===== src/sv/uvsq_pkg.sv =====
// Shared types and constants of the UV-sphere quad vertex generator.
// Holds the divider and CORDIC lane types, the arctangent table and register indexes.
// Used by every module of the block; depends on nothing.
package uvsq_pkg;

   // Restoring divider lane: numerator, partial remainder, quotient tail.
   localparam int NUM_W     = 41;
   localparam int DIV_W     = 10;
   localparam int QUO_W     = 32;
   localparam int DIV_STEPS = NUM_W;

   typedef struct packed {
      logic [DIV_W-1:0] rem;
      logic [NUM_W-1:0] num;
      logic [QUO_W-1:0] quo;
   } div_lane_type;

   // CORDIC lane in Q2.30 with a signed residual phase.
   localparam int CXY_W        = 34;
   localparam int CZ_W         = 33;
   localparam int CORDIC_STEPS = 30;
   localparam logic [31:0] CORDIC_START = 32'd652032874;

   typedef struct packed {
      logic signed [CXY_W-1:0] x;
      logic signed [CXY_W-1:0] y;
      logic signed [CZ_W-1:0]  z;
   } cordic_lane_type;

   localparam logic [31:0] CORDIC_ARC [CORDIC_STEPS] = '{
      32'h20000000, 32'h12E4051E, 32'h09FB385B, 32'h051111D4, 32'h028B0D43,
      32'h0145D7E1, 32'h00A2F61E, 32'h00517C55, 32'h0028BE53, 32'h00145F2F,
      32'h000A2F98, 32'h000517CC, 32'h00028BE6, 32'h000145F3, 32'h0000A2FA,
      32'h0000517D, 32'h000028BE, 32'h0000145F, 32'h00000A30, 32'h00000518,
      32'h0000028C, 32'h00000146, 32'h000000A3, 32'h00000051, 32'h00000029,
      32'h00000014, 32'h0000000A, 32'h00000005, 32'h00000003, 32'h00000001
   };

   // Quadrant codes taken from the top two phase bits.
   localparam logic [1:0] QUAD_FIRST  = 2'd0;
   localparam logic [1:0] QUAD_SECOND = 2'd1;
   localparam logic [1:0] QUAD_THIRD  = 2'd2;
   localparam logic [1:0] QUAD_FOURTH = 2'd3;

   // Register indexes of the configuration port.
   localparam logic [1:0] CSR_SEGMENTS = 2'd0;
   localparam logic [1:0] CSR_RADIUS   = 2'd1;

   // Corner order v1,v2,v3,v3,v4,v1: bit k says whether corner k steps row or column.
   localparam logic [5:0] CORNER_ROW_STEP = 6'b001110;
   localparam logic [5:0] CORNER_COL_STEP = 6'b011100;
   localparam logic [2:0] CORNER_LAST     = 3'd5;

   localparam int TEX_W = 17;
   localparam logic [TEX_W-1:0] TEX_ONE = 17'd65536;

   typedef struct packed {
      logic [2:0] corner;
      logic       last;
   } vtx_tag_type;

   typedef struct packed {
      logic [2:0]       corner;
      logic             last;
      logic [1:0]       quad_ring;
      logic [1:0]       quad_seg;
      logic [TEX_W-1:0] tex_u;
      logic [TEX_W-1:0] tex_v;
   } trig_tag_type;

endpackage


===== src/sv/uvsq_cordic_cell.sv =====
// One rotation step of the CORDIC chain, with its arctangent taken from the package.
// Depends on uvsq_pkg for the lane type and the arctangent table.
module uvsq_cordic_cell
   import uvsq_pkg::*;
#(
   parameter int STEP = 0
) (
   input  logic            clock,
   input  logic            adv,
   input  cordic_lane_type prev_lane,
   output cordic_lane_type lane_out
);

   localparam logic signed [CZ_W-1:0] ARC = CZ_W'(CORDIC_ARC[STEP]);

   cordic_lane_type         lane_ff;
   cordic_lane_type         lane_in;
   logic signed [CXY_W-1:0] dx;
   logic signed [CXY_W-1:0] dy;

   always_comb begin
      dx = prev_lane.y >>> STEP;
      dy = prev_lane.x >>> STEP;
      if (!prev_lane.z[CZ_W-1]) begin
         lane_in.x = prev_lane.x - dx;
         lane_in.y = prev_lane.y + dy;
         lane_in.z = prev_lane.z - ARC;
      end else begin
         lane_in.x = prev_lane.x + dx;
         lane_in.y = prev_lane.y - dy;
         lane_in.z = prev_lane.z + ARC;
      end
   end

   always_ff @(posedge clock) begin
      if (adv) begin
         lane_ff <= lane_in;
      end
   end

   assign lane_out = lane_ff;

endmodule


===== config.mk =====
export PLATFORM = sky130hd
export DESIGN_NAME = uvsq_cordic_cell
export DESIGN_NICKNAME = d
export VERILOG_FILES = /design/src/sv/uvsq_pkg.sv /design/src/sv/uvsq_cordic_cell.sv
export SDC_FILE = /design/constraint.sdc
export NUM_CORES = 1
export LEC_CHECK = 0
export BUFFER_PORTS_ARGS = -buffer_cell sky130_fd_sc_hd__buf_4
export CELL_PAD_IN_SITES_DETAIL_PLACEMENT = 0
export CELL_PAD_IN_SITES_GLOBAL_PLACEMENT = 1
export CORE_MARGIN = 2
export CORE_UTILIZATION = 38
export CTS_BUF_LIST = sky130_fd_sc_hd__clkbuf_4
export CTS_CLUSTER_DIAMETER = 120
export DETAILED_ROUTE_END_ITERATION = 12
export HOLD_SLACK_MARGIN = 0.08
export PLACE_DENSITY = 0.78
export SYNTH_ARGS = -nofsm -noshare
export SYNTH_HDL_FRONTEND = slang
export SYNTH_SLANG_ARGS = --single-unit

===== constraint.sdc =====
create_clock -name clock -period 3.2 [get_ports clock]
set_input_delay 0.64 -clock clock [delete_from_list [all_inputs] [get_ports clock]]
set_output_delay 0.64 -clock clock [all_outputs]
set_load 0.01 [all_outputs]

After elaboration in Yosys (flattened, before gate mapping). Cells that the tools add are included.

Register bits: 101. Word-level logic and storage cells: 9.

Add/subtract/negate cells: 5. Multiplexer cells: 1.

Operators with widths (number): 101-bit two-way mux (1); 34-bit subtractor (2); 34-bit adder (1); 33-bit by 31-bit adder with 33-bit output, second input constant (1); 33-bit by 31-bit subtractor with 33-bit output, second input constant (1).

Longest topological paths before layout.
Word-level depth: 2. Mapped depth: 13.

Least setup slack after synthesis. OpenSTA, ideal clock, no wires.

Kind: in2reg. From: input port prev_lane[38] (netlist name). To: register lane_ff, in the netlist lane_out[94], data pin. Arrival: 2.897 ns. Data required time: 2.933 ns. Path slack: 0.036 ns. Stages on the path: 12. Cells stage by stage: inv_1 > ha_1 > buf_6 > or2_0 > or4_1 > a21oi_2 > o2111a_1 > or3_4 > a21oi_2 > o41a_1 > a31oi_1 > xnor2_1.

RTL lines: start: declaration (RTL line uvsq_cordic_cell.sv:10) `input cordic_lane_type prev_lane,`; end signal: assignment (RTL line uvsq_cordic_cell.sv:37) `lane_ff <= lane_in;`; end: declaration (RTL line uvsq_cordic_cell.sv:16) `cordic_lane_type lane_ff;`.

==> flow_summary.ini <==
[clock_tree]
cts_made_buffers = 9
post_cts_buffers = 0
clkSlewWorstSetupHoldPaths_ps = 190
cts-root-buf = clkbuf_4
ctsHoldBuffers = 0
clock_path_buffers = 2
cts_tree = done
cts_sinks = 100
cts.htree.levels = 3

[critical_path]
crit_required_ps = 3470
worst_setup_path_start_kind = primary input
critPathCaptureType = register
crit_arrival_ps = 3370
worstPathCellList = buf_4 -> inv_1 -> ha_1 -> buf_4 -> a21oi_1 -> o21ai_0 -> a22o_1 -> o21a_1 -> a211oi_1 -> buf_4 -> o211ai_1 -> a211oi_1 -> a21oi_1 -> xor2_1
critical-path-slowest-cell = a211oi_1
cp_slowest_stage_delay_ps = 390
worstSetupStartpoint = prev_lane[42]
worst_path_dominant_cell_family = compound AO/OA/AOI/OAI gates
crit_type = primary input to register
crit_fanout = 5
path_common_cell = buf_4
path_buf_inv = 4

[placed_design]
port_buffers = 203
placed_cell_area_mm2 = 0.0125
gp_congestion = 0.954
hpwl_um = 25200

[cells_and_area]
layout_commonest_cell = buf_4
area_growth_syn_to_layout_pct = 41.6
fillers = 2257
largest_reg_flops = 100
drive_gt1_frac = 0.334
final_cell_mix = buf_4, a21oi_1, inv_1, ha_1, edfxtp_1
nets = 1632
fin_area_mm2 = 0.0127
multiInputGateArea_mm2 = 0.00534
register_area_mm2 = 0.00300

[synthesis]
syn_inst = 1018
yosysSeqAreaShare = 0.335
yosysWarningCount = 0
async_flop_share = 0
ys_seq_elements = 100
synth_top_area_cell = edfxtp_1
ys.flop_type = edfxtp_1
synthesis.area_mm2 = 0.00895
syn_area_per_cell_um2 = 8.79
synth_top_area_share = 0.335
yosysUniqueCellTypes = 67
synth.area.top_cells = edfxtp_1, ha_1, a21oi_1, xnor2_1, inv_1
synth_fp_nets = 1226
synth-edff-count = 100

[timing]
finalHoldViolations = 0
worst_hold_slack_ps = 284
drv_slew = 0
fmax_ghz = 0.322
period_share = 0.970
rsz0062_at_grt = false
post-route-min-period_ps = 3110
worst_slew_pin_slew_ps = 580
setup_viol = 0
slew_headroom = 0.610

[pwr]
swShare = 0.365
comb_power_share = 0.455
seqPwrFrac = 0.372
p_leak_uw = 0.00586
p_per_area_mw_per_mm2 = 370
clockPowerShare = 0.172
max-vdd-ir-drop_v = 0.000176
switchingPower_uw = 1710
p_total_uw = 4690
power.internal_uw = 2970

[die]
die_h_um = 157
core_area_mm2 = 0.0233
io_pins = 204
row_count = 56
die_w_um = 157
die_area_mm2 = 0.0248
initial_core_util = 0.385

[worst_hold_path]
hold_path.class = primary input to register
hold_path.startpoint = prev_lane[22]

[global_routing]
antenna_found_initial = 1
grt_max_degree = 56
first_global_vias = 8789
grtUsageTotal = 0.245
grt_pass1_wl_um = 47000
globalRoute.totalOverflow = 0

[routing]
firstDrtPassIters = 5
drc_errors = 0
vias = 9110
ant_nets = 0
routedWlPerCell_um = 17.6
routed_via_density = 5.21
wl_um = 30800
drtIter0Drc = 864

[flow_run]
max-cap-violations = 0

[status]
status = finished, final reports clean
## stage by stage
stage          TNS [ps]   util  worst slack [ps]  std cells
2_1_floorplan         0      -              36.3       1018
3_3_place_gp      -7270  0.537              -432       1732
3_5_place_dp      -7970  0.537              -474       1732
4_1_cts               0  0.544              73.4       1748
5_1_grt               0  0.545              11.5       1749
6_report              0  0.545              94.6       1749
## cells in the mapped netlist (all sizes together) (3+ instances only)
library cell  count
or2               9
a311oi            3
o22ai             3
a21boi            4
clkinv            3
o211ai            9
nand2b           13
a2111oi           4
nor2             75
a211oi           22
o31ai            16
ha              101
o31a              4
nor4              8
nand3            12
o311ai            3
nand2            47
and3              3
nor2b             6
or4               4
o21a             10
edfxtp          100
a211o             3
nand4            15
o21bai           22
a31oi             8
inv             109
or3               5
a22o              3
a21o             18
fa                4
o21ai            73
buf              24
a21oi           127
xnor2            54
xor2             11
nor3             22
clkbuf           23
mux2i            12
## layout make-up
type	instances	area share
well taps	319	0.0315
inverters	112	0.0332
repair buffers	442	0.265
clock inverters	7	0.00730
multi-input cells	759	0.421
flip-flops and latches	100	0.237
clock buffers	9	0.00533
diodes	1	0.000197
## per-layer routing
metal  vias to the layer above  share of wire  track usage
li1                       4463              -            -
met1                      4279           0.46        0.343
met2                       339           0.46        0.403
met3                        29          0.062       0.0303
met4                         0          0.014       0.0563
met5                         -              0            0
## power groups by stage
stage                     logic, uW  clock network, uW  registers, uW
after global placement         2090                  0           1770
after CTS                      2120                839           1750
after floorplan                 904                  0           1870
after detailed placement       2110                  0           1780
final                          2130                808           1740
after global routing           2310                866           1760
## repair_timing
item | CTS | global route
endpoints found under the hold margin | 0 | 0
resized for setup | 0 | 4
endpoints found under the setup margin | 0 | 8
## cell families after synthesis
group | synth area share
adders and majority gates | 0.150
muxes | 0.0134
and+or+nand+nor | 0.123
xor gates and xnor gates | 0.0636
buffers and inverters | 0.0700
AOI/OAI and AO/OA | 0.244
DFF | 0.335
## path summary, 6_finish.rpt
kind	end	slack (ps)	cells past startpoint
max	lane_out[99]	90	14
min	lane_out[22]	280	1
Note: power is estimated with default switching activity, not from simulation.
