--- config.mk ---
export PLATFORM = sky130hd
export DESIGN_NAME = uvsq_div_cell
export DESIGN_NICKNAME = d
export VERILOG_FILES = /design/src/sv/uvsq_pkg.sv /design/src/sv/uvsq_div_cell.sv
export SDC_FILE = /design/constraint.sdc
export NUM_CORES = 1
export LEC_CHECK = 0
export BUFFER_PORTS_ARGS = -buffer_cell sky130_fd_sc_hd__buf_2
export CORE_ASPECT_RATIO = 1.75
export CORE_MARGIN = 2
export CORE_UTILIZATION = 43
export DETAILED_ROUTE_END_ITERATION = 16
export PLACE_DENSITY = 0.79
export SLEW_MARGIN = 10
export SYNTH_ARGS = -nofsm -noshare
export SYNTH_HDL_FRONTEND = slang
export SYNTH_SLANG_ARGS = --single-unit
--- constraint.sdc ---
create_clock -name clock -period 2.45 [get_ports clock]
set_clock_uncertainty 0.15 [all_clocks]
set_input_delay 0.1225 -clock clock [delete_from_list [all_inputs] [get_ports clock]]
set_output_delay 0.1225 -clock clock [all_outputs]
set_load 0.01 [all_outputs]
--- src/sv/uvsq_pkg.sv ---
// Shared types and constants of the UV-sphere quad vertex generator.
// Holds the divider and CORDIC lane types, the arctangent table and register indexes.
// Used by every module of the block; depends on nothing.
package uvsq_pkg;

   // Restoring divider lane: numerator, partial remainder, quotient tail.
   localparam int NUM_W     = 41;
   localparam int DIV_W     = 10;
   localparam int QUO_W     = 32;
   localparam int DIV_STEPS = NUM_W;

   typedef struct packed {
      logic [DIV_W-1:0] rem;
      logic [NUM_W-1:0] num;
      logic [QUO_W-1:0] quo;
   } div_lane_type;

   // CORDIC lane in Q2.30 with a signed residual phase.
   localparam int CXY_W        = 34;
   localparam int CZ_W         = 33;
   localparam int CORDIC_STEPS = 30;
   localparam logic [31:0] CORDIC_START = 32'd652032874;

   typedef struct packed {
      logic signed [CXY_W-1:0] x;
      logic signed [CXY_W-1:0] y;
      logic signed [CZ_W-1:0]  z;
   } cordic_lane_type;

   localparam logic [31:0] CORDIC_ARC [CORDIC_STEPS] = '{
      32'h20000000, 32'h12E4051E, 32'h09FB385B, 32'h051111D4, 32'h028B0D43,
      32'h0145D7E1, 32'h00A2F61E, 32'h00517C55, 32'h0028BE53, 32'h00145F2F,
      32'h000A2F98, 32'h000517CC, 32'h00028BE6, 32'h000145F3, 32'h0000A2FA,
      32'h0000517D, 32'h000028BE, 32'h0000145F, 32'h00000A30, 32'h00000518,
      32'h0000028C, 32'h00000146, 32'h000000A3, 32'h00000051, 32'h00000029,
      32'h00000014, 32'h0000000A, 32'h00000005, 32'h00000003, 32'h00000001
   };

   // Quadrant codes taken from the top two phase bits.
   localparam logic [1:0] QUAD_FIRST  = 2'd0;
   localparam logic [1:0] QUAD_SECOND = 2'd1;
   localparam logic [1:0] QUAD_THIRD  = 2'd2;
   localparam logic [1:0] QUAD_FOURTH = 2'd3;

   // Register indexes of the configuration port.
   localparam logic [1:0] CSR_SEGMENTS = 2'd0;
   localparam logic [1:0] CSR_RADIUS   = 2'd1;

   // Corner order v1,v2,v3,v3,v4,v1: bit k says whether corner k steps row or column.
   localparam logic [5:0] CORNER_ROW_STEP = 6'b001110;
   localparam logic [5:0] CORNER_COL_STEP = 6'b011100;
   localparam logic [2:0] CORNER_LAST     = 3'd5;

   localparam int TEX_W = 17;
   localparam logic [TEX_W-1:0] TEX_ONE = 17'd65536;

   typedef struct packed {
      logic [2:0] corner;
      logic       last;
   } vtx_tag_type;

   typedef struct packed {
      logic [2:0]       corner;
      logic             last;
      logic [1:0]       quad_ring;
      logic [1:0]       quad_seg;
      logic [TEX_W-1:0] tex_u;
      logic [TEX_W-1:0] tex_v;
   } trig_tag_type;

endpackage

--- src/sv/uvsq_div_cell.sv ---
// One step of a restoring divider chain: produces one quotient bit per cycle while adv is high.
// Depends on uvsq_pkg for the lane type and widths.
module uvsq_div_cell
   import uvsq_pkg::*;
(
   input  logic             clock,
   input  logic             adv,
   input  logic [DIV_W-1:0] divisor,
   input  div_lane_type     prev_lane,
   output div_lane_type     lane_out
);

   div_lane_type     lane_ff;
   div_lane_type     lane_in;
   logic [DIV_W:0]   trial;
   logic             fits;

   always_comb begin
      trial       = {prev_lane.rem, prev_lane.num[NUM_W-1]};
      fits        = trial >= {1'b0, divisor};
      lane_in.rem = fits ? DIV_W'(trial - {1'b0, divisor}) : trial[DIV_W-1:0];
      lane_in.num = {prev_lane.num[NUM_W-2:0], 1'b0};
      lane_in.quo = {prev_lane.quo[QUO_W-2:0], fits};
   end

   always_ff @(posedge clock) begin
      if (adv) begin
         lane_ff <= lane_in;
      end
   end

   assign lane_out = lane_ff;

endmodule

Word level (Yosys, flattened, before mapping)
Index checks and enable logic that the tools add are counted.
{"block": "op_classes", "addsub": 1, "magnitude_cmp": 1, "n_mux": 1}
{"op": "greater-or-equal comparator 11 x 10 -> 1 bit", "n": 1}
{"op": "two-way mux 10 bit", "n": 1}
{"op": "subtractor 10 bit", "n": 1}
{"block": "totals", "reg_bits": 82, "output_inout_bits": 83, "inputBits": 95}

Longest topological paths before layout
Gate-level depths: netlist (run 1).
{"block": "logic_depth", "ltp_word": 2, "ltp_mapped": 9, "depth_no_buf": 9}

Worst setup path before layout (run 1)
OpenSTA, ideal clock, no wires.
{"block": "synth_path", "path_type": "input-to-reg", "start": "in prev_lane[72] (netlist name)", "end": "reg lane_ff (netlist bit lane_out[81]), data pin", "path_slack_ps": 320, "required_ps": 2040, "path_stages": 9, "arrival_time_ps": 1720, "path_buffers": 0, "cell_sequence": "inv_1 -> ha_1 -> inv_1 -> fa_1 -> a211oi_1 -> o21bai_1 -> a221oi_1 -> xnor2_1 -> mux2_4"}
{"element": "from (decl)", "line_no": "uvsq_div_cell.sv:9", "rtl": "input div_lane_type prev_lane,"}
{"element": "to (signal assigned)", "line_no": "uvsq_div_cell.sv:28", "rtl": "lane_ff <= lane_in;"}
{"element": "to (decl)", "line_no": "uvsq_div_cell.sv:13", "rtl": "div_lane_type lane_ff;"}

==> results of run 1 <==
[logic make-up after synthesis]
logic type	after synthesis
other	1
multiplexers	9
adder cells (fa/ha/maj)	11
flip-flops	82
XOR/XNOR	7
buffers and inverters	14
AND/OR/NAND/NOR	16
AO/OA/AOI/OAI	19
[cells in the mapped netlist (2+ instances only)]
cell,count,share of area
inv_1,12,0.015
xor2_1,2,0.0057
a21o_1,2,0.0048
nor2_1,3,0.0036
a21oi_1,5,0.0081
nor4_1,2,0.0040
nand2_1,5,0.0061
o21ai_0,2,0.0032
ha_1,10,0.040
edfxtp_1,82,0.80
xnor2_1,5,0.014
mux2_4,7,0.034
[where the power goes]
part / total, mW / internal [mW] / switching [mW]
combinational: 0.605 / 0.324 / 0.280
sequential: 1.72 / 1.69 / 0.0324
clock: 1.23 / 0.770 / 0.458
total: 3.56 / 2.78 / 0.771
[worst max-delay path, delay by kind of cell]
family / cells / cell delay (ns)
AO/OA/AOI/OAI: 3 / 0.73
XOR/XNOR: 1 / 0.10
adder cells (fa/ha/maj): 1 / 0.41
buffers and inverters: 2 / 0.70
multiplexers: 1 / 0.25
[worst paths after layout]
| kind | end | depth (start not counted) |
|---|---|---|
| max | lane_out[81] | 8 |
| min | lane_out[1] | 1 |
[placed cells by master, fill, tap and decap left out, types with 2 or more instances in the layout]
cell	count
clkbuf_16	9
mux2_4	7
buf_2	174
buf_4	5
xnor2_1	5
o21ai_0	2
ha_1	8
dlygate4sd3_1	81
clkinv_1	3
nor2_1	3
a21oi_1	5
inv_1	12
nand2_1	5
xor2_1	2
a21o_1	2
edfxtp_1	82
[repair_timing]
item                                    4_1_cts  5_1_grt
resized for setup                             0        7
endpoints found under the setup margin        0        8
buffers inserted                              0        3
hold buffers                                 81        0
hold endpoints to repair                     81        0
[metal layers]
metal / global-route usage / routed length (um)
met2: 0.389 / 4690
met3: 0.0462 / 525
met4: 0.0987 / 217
met1: 0.194 / 2730
met5: 0 / 0
[cell type report]
type | count | area (um2)
clock buffers | 10 | 229
clock inverters | 5 | 46.3
fillers | 445 | 1820
inverters | 13 | 53.8
multi-input cells | 63 | 624
flip-flops and latches | 82 | 2460
well taps | 86 | 108
repair buffers | 261 | 1740
[stage by stage]
stage / area (um2) / cells / hold slack [ns] / setup WS, ns
2_1_floorplan: 3100 / 159 / 0.0714 / 0.320
3_3_place_gp: 4100 / 421 / 0.149 / 0.0826
3_5_place_dp: 4100 / 421 / 0.151 / 0.0334
4_1_cts: 5190 / 517 / 0.0898 / 0.00893
5_1_grt: 5260 / 520 / 0.128 / -0.000387
6_report: 5260 / 520 / 0.114 / 0.0405
==> impl_metrics.csv, run 1 <==
group,metric,value,unit
run_status,outcome,"completed",
clocking,cts-root-buf,"clkbuf_16",
setup_path,cpMaxStageDelayCell,"dlygate4sd3_1",
yosys,syn-cell-area,3100,um2
yosys,synthArstFlopShare,0,
final_layout,drive_gt1_frac,0.477,
yosys,synth_simple_gate_area_frac,0.0271,
sta,hold_viol_final,0,
detailed_routing,wl,8.16,mm
setup_path,cp.required,2.37,ns
final_layout,layout.nets,536,
power,finalPower,3.56,mW
hold_path,hp-class,"input port to flop",
global_routing,gr-total-overflow,0,
yosys,synth_compound_area_frac,0.0501,
sta,post-route-period-util,0.983,
sta,slew_viol_final,0,
yosys,synth_mux_area_frac,0.0408,
die,core-area,7080,um2
sta,tns,0,ns
global_routing,antenna_found_initial,0,
final_layout,fin_util,0.743,
die,ios,178,
yosys,synthXorXnorAreaFrac,0.0198,
setup_path,crit_type,"input port to flop",
global_routing,grt_start_max_net_pins,50,
power,power.leakage,2.33,nW
yosys,synth_edf_count,82,
yosys,yosysSeqAreaShare,0.795,
die,core.rowCount,41,
power,power_density,676,nW/um2
detailed_routing,drt_first_pass_iters,4,
place,hpwl,5.33,mm
yosys,syn-num-nets,265,
setup_path,cp-end-kind,"flop",
die,die_area,7920,um2
sta,period_needed,2.41,ns
setup_path,crit_start,"prev_lane[73]",
final_layout,syn2layout_area_growth,69.9,%
yosys,ys_ff_latch,82,
detailed_routing,wire_per_inst,15.7,um
global_routing,grt_pass1_wl,11.4,mm
detailed_routing,vias_per_cell,4.57,
power,ir_drop,0.418,mV
clocking,htreeDepth,3,
final_layout,num_antenna_cells,0,
hold_path,min-delay-start,"adv",
setup_path,arrival,2.33,ns
clocking,clk_pin_slew_worst_paths,0.06,ns
yosys,synth_cell_types,34,
place,port_buffers,175,
setup_path,start_kind,"input port",
yosys,synth_cells,159,
yosys,synth_top_family_by_area,"compound AO/OA/AOI/OAI gates",
global_routing,grt_pass1_vias,2346,
clocking,cts_buffers,9,
yosys,synthFlopType,"edfxtp_1",
setup_path,crit_path_max_fanout,3,
die,start_util,0.437,
detailed_routing,ant_nets,0,
flow_run,maxCapViolCount,0,
detailed_routing,vias,2376,
detailed_routing,drt_iter0_markers,154,
clocking,clk_path_buf_depth,2,
detailed_routing,drcViolationCount,0,
sta,clock.fmax,415,MHz
yosys,syn_avg_cell_area,19.5,um2
global_routing,grt.total_usage,0.204,
place,gp_congestion,0.787,
clocking,cts_tree,"yes",
die,fp.dieH,116,um
yosys,post_synth_fa_ha_maj_area_fraction,0.0469,
setup_path,cp_slowest_stage_delay,0.55,ns
die,die_width,68.2,um
final_layout,largest_reg_flops,82,
yosys,synth_warnings,0,
clocking,cts.sink_count,82,
sta,setup_viol_count_final,0,
setup_path,path_cells,"dlygate4sd3_1 > buf_2 > fa_1 > a211oi_1 > o21bai_1 > a221oi_2 > xnor2_1 > mux2_4",
Note: power is estimated with default switching activity, not from simulation.
==> inputs of run 2 (changes only) <==
--- a/config.mk
+++ b/config.mk
@@ -8,9 +8,11 @@
 export BUFFER_PORTS_ARGS = -buffer_cell sky130_fd_sc_hd__buf_2
 export CORE_ASPECT_RATIO = 1.75
 export CORE_MARGIN = 2
-export CORE_UTILIZATION = 43
+export CORE_UTILIZATION = 45
+export CTS_BUF_LIST = sky130_fd_sc_hd__clkbuf_4 sky130_fd_sc_hd__clkbuf_8
 export DETAILED_ROUTE_END_ITERATION = 16
-export PLACE_DENSITY = 0.79
+export GPL_TIMING_DRIVEN = 0
+export PLACE_DENSITY = 0.82
 export SLEW_MARGIN = 10
 export SYNTH_ARGS = -nofsm -noshare
 export SYNTH_HDL_FRONTEND = slang
==> run 2 against run 1 <==
Effect of this change:
- wire length is 5.0% higher
- total power is 6.1% lower
- sequential cell count stayed put
- via count is 4.3% higher
- count of clock-buffer cells in the layout is 1 higher
- largest cell class unchanged
==> impl_metrics.csv, run 2 (synthesis gave the netlist of run 1 again) <==
group,metric,value,unit
setup_path,cpMaxStageDelayCell,"dlygate4sd3_1",
place,placed_cell_area,4100,um2
global_routing,grt_pass1_wl,12.2,mm
hold_path,min-delay-start,"divisor[0]",
die,fp.dieH,114,um
clocking,cts.sink_count,82,
global_routing,grt.total_usage,0.224,
sta,clock.fmax,417,MHz
sta,post-route-period-util,0.979,
setup_path,path_buf_inv,3,
run_status,outcome,"completed",
clocking,cts-root-buf,"clkbuf_8",
setup_path,cp.required,2.38,ns
global_routing,antenna_found_initial,1,
clocking,htreeDepth,3,
place,gp_congestion,0.723,
setup_path,path_cells,"dlygate4sd3_1 > buf_2 > ha_1 > nand2_1 > nor4_4 > a2111oi_4 > o21a_4 > inv_4 > mux2_4",
final_layout,syn2layout_area_growth,67.2,%
clocking,clk_path_buf_depth,2,
setup_path,crit_type,"input port to flop",
sta,setup_viol_count_final,0,
final_layout,fin_util,0.766,
detailed_routing,drt_first_pass_iters,4,
detailed_routing,ant_nets,0,
global_routing,gr-total-overflow,0,
flow_run,maxCapViolCount,0,
die,start_util,0.458,
detailed_routing,wire_per_inst,16.5,um
hold_path,min_path_cells,3,
detailed_routing,drcViolationCount,0,
final_layout,layout.nets,535,
die,ios,178,
power,finalPower,3.34,mW
global_routing,grt_start_max_net_pins,52,
sta,fin_hold_ws,0.0884,ns
place,port_buffers,175,
die,core.rowCount,40,
detailed_routing,wl,8.57,mm
clocking,cts_buffers,9,
hold_path,hold_end,"lane_out[73]",
die,core-area,6760,um2
hold_path,hp-class,"input port to flop",
die,die_width,66.7,um
detailed_routing,vias_per_cell,4.78,
final_layout,layout_commonest_cell,"buf_2",
setup_path,cp-end-kind,"flop",
power,ir_drop,0.294,mV
setup_path,cp_slowest_stage_delay,0.54,ns
setup_path,cp_top_family,"buffers and inverters",
clocking,clk_pin_slew_worst_paths,0.08,ns
die,die_area,7590,um2
setup_path,crit_start,"prev_lane[76]",
detailed_routing,vias,2477,
final_layout,layout_common_cells,"174 x buf_2, 82 x edfxtp_1, 81 x dlygate4sd3_1",
sta,hold_viol_final,0,
power,power.leakage,2.29,nW
final_layout,fin_area,5180,um2
global_routing,grt_pass1_vias,2501,
setup_path,arrival,2.33,ns
sta,slew_viol_final,0,
clocking,cts_tree,"yes",
power,power_density,645,nW/um2
final_layout,drive_gt1_frac,0.478,
sta,period_needed,2.40,ns
place,hpwl,5.27,mm
detailed_routing,drt_iter0_markers,222,
setup_path,start_kind,"input port",
setup_path,crit_path_max_fanout,8,
final_layout,largest_reg_flops,82,
## run 2: per-stage QoR
stage                     TNS [ns]  std cells  worst slack (ns)
final                            0        518            0.0510
after global routing      -0.00299        518          -0.00299
after CTS                        0        515            0.0106
after detailed placement   -0.0207        419           -0.0207
after global placement           0        418            0.0388
after floorplan                  0        159             0.320
## run 2: how the worst max path moves through the flow
stage,cells past startpoint,end,slack (ns)
2_1_floorplan,9,lane_out[81],0.32
3_3_place_gp,10,lane_out[81],0.04
3_5_place_dp,10,lane_out[81],-0.02
4_1_cts,9,lane_out[81],0.01
5_1_grt,9,lane_out[81],-0.003
6_report,9,lane_out[81],0.05
## run 2: cell type report
class / instances / area, um2
sequential: 82 / 2460
timing repair buffer: 259 / 1720
fill: 395 / 1580
multi-input combinational: 63 / 618
clock buffer: 11 / 139
tap: 84 / 105
clock inverter: 4 / 67.6
inverter: 13 / 51.3
buffer: 1 / 7.51
antenna: 1 / 2.50
## run 2: report_power, final
part           switching, mW  internal [mW]  total [mW]
Clock                  0.426          0.585        1.01
Combinational          0.284          0.322       0.606
Sequential            0.0345           1.69        1.72
Total                  0.745           2.59        3.34
## run 2: per-layer routing
layer  GRT usage  part of all wire  vias up
met3      0.0394             0.069       21
met5           0                 0        -
met2       0.422              0.58      154
met4       0.113             0.028        0
met1       0.227              0.32     1155
li1            -                 -     1147
## run 2: what timing repair did
| item | 4_1_cts | 5_1_grt |
|---|---|---|
| buffers inserted | 0 | 2 |
| gates resized for setup | 0 | 5 |
| hold buffers | 81 | 0 |
| endpoints found under the hold margin | 81 | 0 |
| setup endpoints to repair | 0 | 8 |
